<file path="src/design/ipuhd_pkg.sv">
`default_nettype none
package ipuhd_pkg;

    localparam int HDR_BYTES = 20;
    localparam int UDP_END   = 26;
    localparam int PAY_START = 28;

    typedef enum logic [3:0] {
        FID_SUM     = 4'd0,
        FID_VER     = 4'd1,
        FID_IHL     = 4'd2,
        FID_TOS     = 4'd3,
        FID_TOTLEN  = 4'd4,
        FID_PROTO   = 4'd5,
        FID_HDRSUM  = 4'd6,
        FID_SRC     = 4'd7,
        FID_DST     = 4'd8,
        FID_SPORT   = 4'd9,
        FID_DPORT   = 4'd10,
        FID_UDPLEN  = 4'd11,
        FID_PAYLOAD = 4'd12,
        FID_SHORT   = 4'd13,
        FID_END     = 4'd14
    } t_field_id;

    typedef logic [HDR_BYTES-1:0][7:0] t_hdr;

    typedef struct packed {
        logic        hdr;
        logic        one_vld;
        t_field_id   one_id;
        logic [15:0] one_val;
        logic        cls_vld;
        t_field_id   cls_id;
        logic [31:0] cls_val;
        logic [15:0] sum;
    } t_job;

endpackage
`default_nettype wire

</file>
<file path="src/design/ipuhd_parse.sv">
`default_nettype none
module ipuhd_parse
    import ipuhd_pkg::*;
#(
    parameter int COUNT_BITS = 16
) (
    input  wire logic       i_clk,
    input  wire logic       i_rst_n,
    input  wire logic       i_accept,
    input  wire logic [7:0] i_data_byte,
    input  wire logic       i_last_byte,
    output t_job            o_job,
    output t_hdr            o_hdr
);

    localparam logic [COUNT_BITS-1:0] CountMax = {COUNT_BITS{1'b1}};

    logic [COUNT_BITS-1:0] r_idx, n_idx;
    logic [15:0]           r_sum, n_sum;
    logic [7:0]            r_hold, n_hold;
    t_hdr                  r_hdr;

    logic                  in_hdr;
    logic                  in_udp;
    logic [COUNT_BITS-1:0] count;
    logic [COUNT_BITS-1:0] udp_off;
    logic [16:0]           s0;
    logic [16:0]           s1;
    logic [15:0]           word;

    always_comb begin
        in_hdr  = r_idx < COUNT_BITS'(HDR_BYTES);
        in_udp  = !in_hdr && (r_idx < COUNT_BITS'(UDP_END));
        word    = {r_hold, i_data_byte};
        s0      = {1'b0, r_sum} + {1'b0, word};
        s1      = {1'b0, s0[15:0]} + {16'd0, s0[16]};
        count   = (r_idx < CountMax) ? r_idx + 1'b1 : CountMax;
        udp_off = r_idx - COUNT_BITS'(HDR_BYTES);

        n_idx  = count;
        n_sum  = r_sum;
        n_hold = r_hold;
        if ((in_hdr || in_udp) && !r_idx[0]) begin
            n_hold = i_data_byte;
        end
        if (in_hdr && r_idx[0]) begin
            n_sum = s1[15:0] + {15'd0, s1[16]};
        end
        if (i_last_byte) begin
            n_idx  = '0;
            n_sum  = '0;
            n_hold = '0;
        end

        o_job.hdr     = r_idx == COUNT_BITS'(HDR_BYTES - 1);
        o_job.sum     = in_hdr && r_idx[0] ? s1[15:0] + {15'd0, s1[16]} : r_sum;
        o_job.one_vld = 1'b0;
        o_job.one_id  = FID_PAYLOAD;
        o_job.one_val = {8'd0, i_data_byte};
        if (in_udp && r_idx[0]) begin
            o_job.one_vld = 1'b1;
            o_job.one_id  = t_field_id'(4'(FID_SPORT) + 4'(udp_off[2:1]));
            o_job.one_val = word;
        end else if (r_idx >= COUNT_BITS'(PAY_START)) begin
            o_job.one_vld = 1'b1;
        end
        o_job.cls_vld = i_last_byte;
        o_job.cls_id  = (r_idx < COUNT_BITS'(HDR_BYTES - 1)) ? FID_SHORT : FID_END;
        o_job.cls_val = {{(32-COUNT_BITS){1'b0}}, count};
    end

    always_ff @(posedge i_clk) begin
        if (!i_rst_n) begin
            r_idx  <= '0;
            r_sum  <= '0;
            r_hold <= '0;
        end else if (i_accept) begin
            r_idx  <= n_idx;
            r_sum  <= n_sum;
            r_hold <= n_hold;
        end
    end

    always_ff @(posedge i_clk) begin
        if (i_accept && in_hdr) begin
            r_hdr[r_idx[4:0]] <= i_data_byte;
        end
    end

    assign o_hdr = r_hdr;

endmodule
`default_nettype wire

</file>
<file path="src/design/ipv4_udp_header_decoder_core.sv">
`default_nettype none
// channel  direction  handshake            payload
// input    in         i_valid / o_ready    i_data_byte, i_last_byte
// output   out        o_valid / i_ready    o_field_id, o_field_value, o_last_result
//
// One input word is taken per cycle while each word makes at most one result and the output is not stalled.
// Byte 19 queues nine header records, so the input stalls there until the last of them is loaded;
// a last byte adds one close record after any other result, and the input stalls for it as well.
// Results are held in pending registers and leave from an output register.
// Synchronous active-low reset clears the byte count, sum and pending records.
module ipv4_udp_header_decoder_core
    import ipuhd_pkg::*;
#(
    parameter int COUNT_BITS = 16
) (
    input  wire logic        i_clk,
    input  wire logic        i_rst_n,
    input  wire logic        i_valid,
    output logic             o_ready,
    input  wire logic [7:0]  i_data_byte,
    input  wire logic        i_last_byte,
    output logic             o_valid,
    input  wire logic        i_ready,
    output logic [3:0]       o_field_id,
    output logic [31:0]      o_field_value,
    output logic             o_last_result
);

    t_job  job;
    t_hdr  hdr;
    t_job  r_job;
    logic  r_hdr_pend, n_hdr_pend;
    logic  r_one_pend, n_one_pend;
    logic  r_cls_pend, n_cls_pend;
    logic [3:0]  r_step, n_step;
    logic        r_o_valid, n_o_valid;
    t_field_id   r_o_id, n_o_id;
    logic [31:0] r_o_value, n_o_value;
    logic        r_o_last, n_o_last;

    logic  accept;
    logic  load;
    logic  pend;
    logic  final_pop;
    logic [31:0] hdr_val;

    ipuhd_parse #(
        .COUNT_BITS(COUNT_BITS)
    ) u_parse (
        .i_clk       (i_clk),
        .i_rst_n     (i_rst_n),
        .i_accept    (accept),
        .i_data_byte (i_data_byte),
        .i_last_byte (i_last_byte),
        .o_job       (job),
        .o_hdr       (hdr)
    );

    always_comb begin
        unique case (r_step)
            4'd0:    hdr_val = {16'd0, r_job.sum};
            4'd1:    hdr_val = {28'd0, hdr[0][7:4]};
            4'd2:    hdr_val = {28'd0, hdr[0][3:0]};
            4'd3:    hdr_val = {24'd0, hdr[1]};
            4'd4:    hdr_val = {16'd0, hdr[2], hdr[3]};
            4'd5:    hdr_val = {24'd0, hdr[9]};
            4'd6:    hdr_val = {16'd0, hdr[10], hdr[11]};
            4'd7:    hdr_val = {hdr[12], hdr[13], hdr[14], hdr[15]};
            4'd8:    hdr_val = {hdr[16], hdr[17], hdr[18], hdr[19]};
            default: hdr_val = '0;
        endcase
    end

    always_comb begin
        load      = !r_o_valid || i_ready;
        pend      = r_hdr_pend || r_one_pend || r_cls_pend;
        final_pop = load && (
                    (r_hdr_pend && r_step == 4'(FID_DST) && !r_one_pend && !r_cls_pend) ||
                    (!r_hdr_pend && r_one_pend && !r_cls_pend) ||
                    (!r_hdr_pend && !r_one_pend && r_cls_pend));
        o_ready   = !pend || final_pop;
        accept    = i_valid && o_ready;

        n_hdr_pend = r_hdr_pend;
        n_one_pend = r_one_pend;
        n_cls_pend = r_cls_pend;
        n_step     = r_step;
        n_o_valid  = r_o_valid;
        n_o_id     = r_o_id;
        n_o_value  = r_o_value;
        n_o_last   = r_o_last;

        if (load) begin
            n_o_valid = pend;
            priority if (r_hdr_pend) begin
                n_o_id    = t_field_id'(r_step);
                n_o_value = hdr_val;
                n_o_last  = 1'b0;
                n_step    = r_step + 1'b1;
                if (r_step == 4'(FID_DST)) begin
                    n_hdr_pend = 1'b0;
                end
            end else if (r_one_pend) begin
                n_o_id     = r_job.one_id;
                n_o_value  = {16'd0, r_job.one_val};
                n_o_last   = 1'b0;
                n_one_pend = 1'b0;
            end else if (r_cls_pend) begin
                n_o_id     = r_job.cls_id;
                n_o_value  = r_job.cls_val;
                n_o_last   = 1'b1;
                n_cls_pend = 1'b0;
            end
        end

        if (accept) begin
            n_hdr_pend = job.hdr;
            n_one_pend = job.one_vld;
            n_cls_pend = job.cls_vld;
            n_step     = '0;
        end
    end

    always_ff @(posedge i_clk) begin
        if (!i_rst_n) begin
            r_hdr_pend <= 1'b0;
            r_one_pend <= 1'b0;
            r_cls_pend <= 1'b0;
            r_step     <= '0;
            r_o_valid  <= 1'b0;
        end else begin
            r_hdr_pend <= n_hdr_pend;
            r_one_pend <= n_one_pend;
            r_cls_pend <= n_cls_pend;
            r_step     <= n_step;
            r_o_valid  <= n_o_valid;
        end
    end

    always_ff @(posedge i_clk) begin
        r_o_id    <= n_o_id;
        r_o_value <= n_o_value;
        r_o_last  <= n_o_last;
        if (accept) begin
            r_job <= job;
        end
    end

    assign o_valid       = r_o_valid;
    assign o_field_id    = r_o_id;
    assign o_field_value = r_o_value;
    assign o_last_result = r_o_last;

endmodule
`default_nettype wire

</file>
<file path="config.mk">
export PLATFORM = sky130hd
export DESIGN_NAME = ipv4_udp_header_decoder_core
export DESIGN_NICKNAME = d
export VERILOG_FILES = /design/src/design/ipuhd_pkg.sv /design/src/design/ipuhd_parse.sv /design/src/design/ipv4_udp_header_decoder_core.sv
export SDC_FILE = /design/constraint.sdc
export NUM_CORES = 1
export LEC_CHECK = 0
export ABC_AREA = 1
export BUFFER_PORTS_ARGS = -buffer_cell sky130_fd_sc_hd__buf_4
export CELL_PAD_IN_SITES_DETAIL_PLACEMENT = 1
export CELL_PAD_IN_SITES_GLOBAL_PLACEMENT = 1
export CORE_MARGIN = 2
export CORE_UTILIZATION = 44
export CTS_BUF_LIST = sky130_fd_sc_hd__clkbuf_8 sky130_fd_sc_hd__clkbuf_16
export DETAILED_ROUTE_END_ITERATION = 12
export PLACE_DENSITY_LB_ADDON = 0.1
export SYNTH_ARGS = -nofsm -noshare
export SYNTH_HDL_FRONTEND = slang
export SYNTH_SLANG_ARGS = --single-unit
export TNS_END_PERCENT = 50
</file>
<file path="constraint.sdc">
create_clock -name i_clk -period 4 [get_ports i_clk]
set_input_delay 0.4 -clock i_clk [delete_from_list [all_inputs] [get_ports i_clk]]
set_output_delay 0.4 -clock i_clk [all_outputs]
set_load 0.02 [all_outputs]
</file>
# Yosys cells after proc, flatten, opt, wreduce, memory -nomap -nowiden
# Index checks and enable logic that the tools add are counted.
word_totals:
  wordCells: 134
  ff_bits: 301
  output_inout_bits: 39
  latch_bits: 0
  romBits: 0
  mem_count: 0
  in_bits: 13
  mem_bits_rw: 0
classes:
  n_lt_le_gt_ge: 7
  n_reduce_logical: 40
  bitwise: 1
  n_addsub: 7
  multipliers: 0
  shifts: 0
  n_eq_ne: 11
  n_div: 0
  muxes: 31
op_table:
  columns: ["cell", "n"]
  rows:
  - ["$pmux 32 s9", 1]
  - ["$bwmux 160", 1]
  - ["$mux 32", 3]
  - ["$mux 16", 4]
  - ["$lt 16x5->1 const B", 3]
  - ["$demux 8 s5", 1]
  - ["$mux 8", 3]
  - ["$add 16x1->17", 1]
  - ["$add 16x16->17", 1]
  - ["$add 16x1->16", 1]
  - ["$add 16x1->16 const B", 1]
  - ["$eq 16x5->1 const B", 1]
  - ["$eq 4x3->1 const B", 4]
  - ["$ge 16x5->1 const B", 1]
  - ["$lt 16x16->1 const B", 1]
  - ["$logic_and 1x1->1", 15]
  - ["$mux 1", 14]
  - ["$mux 4", 3]
  - ["$eq 4x2->1 const B", 2]
  - ["$reduce_and 2->1", 4]
  - ["$logic_not 1->1", 7]
  - ["$logic_or 1x1->1", 7]
  - ["$lt 5x6->1 const B", 1]
  - ["$ge 5x1->1 const B", 1]
  - ["other kinds (13)", 16]

# Longest topological paths before layout
depth:
  depth_word: 11
  mapped_depth: 36
  ltp_nobuf: 36

# By module
# From an unflattened synthesis, not the netlist that was laid out.
unflattened:
  hier_cells: 1417
  hier_area_um2: 14433.8
by_module_without_submodules:
  columns: ["module", "seq_area_each_um2", "instances", "cells_per_inst", "area_per_inst_um2"]
  rows:
  - ["ipuhd_parse", 5605.4, 1, 910, 9206.3]
  - ["ipv4_udp_header_decoder_core", 3433.3, 1, 507, 5227.5]

# Least setup slack after synthesis
# No wires, ideal clock.
synth_timing:
  kind: "input-to-reg"
  startpoint: "in i_data_byte[0]"
  endpoint: "reg r_job[12] (netlist name), data pin"
  path_stages: 33
  slack_ps: -355
  setup_ps: 255
  n_path_buf: 0
  arrival_ps: 4101
  path_cell_list: "ha_1 -> fa_1 -> nand2_1 -> nand2_1 -> nand3_2 -> nand2_2 -> nand3_1 -> nand2_1 -> a21oi_1 -> o21bai_1 -> ha_1 -> ha_1 -> inv_1 -> nor2_2 -> nand3_1 -> nor2_2 -> nand3_2 -> nor2_2 -> nand4_1 -> nor3_1 -> ha_1 -> ha_1 -> nand3_1 -> nor2_1 -> nand2_1 -> nor2_2 -> nand3_1 -> nor2_2 -> nand2_1 -> nor2_1 -> nor2_1 -> nand3b_1 -> and2_1"
synth_rtl:
  columns: ["item", "line_no", "text"]
  rows:
  - ["start, declared", "ipv4_udp_header_decoder_core.sv:20", "input wire logic [7:0] i_data_byte,"]
  - ["end signal, assigned", "ipv4_udp_header_decoder_core.sv:145", "r_job <= job;"]
  - ["end, declared", "ipv4_udp_header_decoder_core.sv:31", "t_job r_job;"]

==> results.tsv <==
metric	value	unit
antenna_cells	0	
cts_buffer_depth	3	
netlist_area	12000	sq um
route.detailed.wl_per_inst	20.8	microns
grt_pass1_vias	9924	
synth-simple-area-share	0.191	
synth_top_area_share	0.525	
grt_use_total	0.254	
gr-total-overflow	0	
finalCritPeriodShare	1.14	
finalClockSkew	22.2	ps
rows	60	
rr_endpoint	r_job[12]$_DFFE_PP_	
crit_path_start_kind	flop	
die_y	169	microns
drt_iter0_markers	559	
cts_tree	yes	
yosysWarnings	0	
vias_per_cell	5.47	
worstHoldPathCells	3	
ys_seq_area_frac	0.605	
synth_compound_area_frac	0.103	
finalSetupViolations	22	
regArea	7280	sq um
synth_most_common_cell	nand2_1	
multi_input_area	4420	sq um
areaGrowthSynthToFinish	24.7	%
netlist_top_cells_area	edfxtp_1, nand2_1, dfxtp_1	
drt_wl_total	36200	microns
utilization	0.558	
critPathMostFrequentCell	nor2_4	
cts_sinks	258	
cts_htree_levels	1	
synthCells	1197	
crit_required	4310	ps
setup_ws	-553	ps
cp_top_family	simple AND/OR/NAND/NOR gates	
fin_setup_tns	-7980	ps
holdCritStartpoint	i_rst_n	
worst_path_largest_cell_delay	370	ps
initial_core_util	0.447	
r2r_slack	-550	ps
layout-drive-gt1-share	0.247	
synth_top_family_by_area	simple AND/OR/NAND/NOR gates	
core-area	26900	sq um
slowest_stage	dfxtp_4	
fin_crit	4550	ps
ys_async_sr_fraction	0	
clock_latency	540	ps
dieArea	28600	sq um
antenna_left	0	
cts_made_buffers	27	
dp_cells	1656	
hold_path_class	primary input to flop	
power.leakage	5.88	nW
hpwl	25100	microns
max_cap_viol_count	0	
yosysTopAreaCell	edfxtp_1	
worstMarginPinSlew	899	ps
gp_congestion	0.858	
synth-adder-area-share	0.0329	
synthMuxAreaShare	0	
ir_drop	0.442	mV
path_class	flop to flop	
die_x	169	microns
grt_pass1_wl	55600	microns
p_per_area	406	nW/um^2
grt_start_max_net_pins	38	
violations	negative setup slack	
ctsHoldBuffers	0	
drtPass1Iterations	5	
rr_worst_depth	32	
finalHoldViolations	0	
synth_ff_type	edfxtp_1	
crit_arrival	4860	ps
max_freq	220	MHz
dr_total_vias	9541	
antenna_found_initial	0	
status	finished, violations left	
synth_nets	1241	
n_fill_cell	2968	
timing.hold.ws	99.2	ps
critPathMaxFanout	3	
drcViolationCount	0	
relSlewSlack	0.400	
port_buffers	51	
report.final.slew_viol_count	0	
synth_edf_count	210	
ios	52	
yosys.cell_types.count	50	
rsz0062_at_grt	yes	
clk_pin_slew	70	ps
hold_end	o_valid$_SDFFE_PN0N_	
final_cell_count_no_fill	1744	
ys_ff_latch	258	
final_nets	1426	
ctsRootBufferMaster	clkbuf_16	
crit_buf_inv	2	
netlist_top_cells_count	nand2_1, edfxtp_1, inv_1	
synth_xor_xnor_area_share	0.0124	
r2r_start	u_parse.r_sum[7]$_SDFFE_PN0P_	
end_kind	flop	
synth.avg_cell_area	10.0	sq um
-- state kept, by name, indices dropped and copies added (netlist names) --
signal	flops
r_hdr_pend	1
r_step	4
o_last_result	1
r_job	53
u_parse.o_hdr	120
u_parse.r_idx	16
u_parse.r_hold	8
o_field_value	32
o_field_id	4
r_cls_pend	1
r_one_pend	1
u_parse.r_sum	16
o_valid	1
-- cells in the final DEF (no fill, tap or decap), types with 3 or more instances in the layout --
cell type     n
a21oi_1      51
a21oi_2       3
a221o_1       8
a221oi_1     12
a22o_1       18
buf_4       182
bufinv_16     4
clkbuf_16    27
clkinv_1      8
clkinv_2      4
clkinvlp_4    4
dfxtp_1      43
dfxtp_2       4
edfxtp_1    210
ha_1         15
ha_4         13
inv_1       130
inv_2        14
inv_6         3
nand2_1     251
nand2_2      27
nand3_1      68
nand3_2      10
nand4_1      16
nor2_1       97
nor2_2       14
nor2_4       11
nor3_1        6
nor4_1        4
o21ai_0      41
o21ai_1      15
o21ai_2       4
o22ai_1      29
xor2_1       15
-- how the worst max path moves through the flow --
| stage | start | to | slack (ps) | depth (start not counted) |
|---|---|---|---|---|
| global placement | i_data_byte[0] | r_job[12]$_DFFE_PP_ | -610 | 34 |
| finish | u_parse.r_sum[7]$_SDFFE_PN0P_ | r_job[12]$_DFFE_PP_ | -550 | 32 |
| floorplan | i_data_byte[0] | r_job[12]$_DFFE_PP_ | -300 | 33 |
| global route | u_parse.r_sum[7]$_SDFFE_PN0P_ | u_parse.r_sum[15]$_SDFFE_PN0P_ | -820 | 34 |
| detailed placement | i_data_byte[0] | r_job[12]$_DFFE_PP_ | -900 | 34 |
| CTS | u_parse.r_sum[0]$_SDFFE_PN0P_ | r_job[10]$_DFFE_PP_ | -450 | 33 |
-- cell type report --
type | count | share of cell area
Sequential cell | 258 | 0.486
Multi-Input combinational cell | 764 | 0.295
Clock buffer | 28 | 0.0460
Clock inverter | 22 | 0.0151
Timing Repair Buffer | 184 | 0.0927
Tap cell | 341 | 0.0285
Inverter | 147 | 0.0371
-- per-layer routing --
layer / up-vias / GRT usage / wire length, microns
li1: 4516 / - / -
met1: 4746 / 0.326 / 15700
met2: 220 / 0.451 / 18000
met3: 59 / 0.0306 / 1590
met4: 0 / 0.0732 / 913
met5: - / 0 / 0
-- metrics by stage --
| stage | power [mW] | worst slack (ps) | area [sq um] |
|---|---|---|---|
| floorplan | 3.32 | -300 | 12200 |
| global route | 6.27 | -819 | 15000 |
| CTS | 6.12 | -448 | 14900 |
| detailed placement | 3.55 | -901 | 13600 |
| finish | 6.08 | -553 | 15000 |
| global placement | 3.54 | -610 | 13600 |
-- power by group --
part | leakage (nW) | total [mW] | internal, mW | switching (mW)
Sequential | 2.34 | 3.03 | 3.00 | 0.0324
Combinational | 3.10 | 0.485 | 0.156 | 0.329
Clock | 0.441 | 2.57 | 1.52 | 1.05
Total | 5.88 | 6.08 | 4.67 | 1.42
-- timing repair --
action | in CTS | in global routing
gates resized for setup | 37 | 17
pin swaps | 22 | 16
endpoints found under the setup margin | 24 | 29
buffers inserted | 35 | 3
-- cell families after synthesis --
kind of cell             count (synthesis)
AND/OR/NAND/NOR                        518
buffers and inverters                  175
adder cells (fa/ha/maj)                 31
AO/OA/AOI/OAI                          198
flip-flops                             258
XOR/XNOR                                17
-- worst min-delay path, cell delays in order --
cell and delay (ps):
buf_4 100, o21ai_0 70, inv_1 40
(Power assumes the default switching activity.)
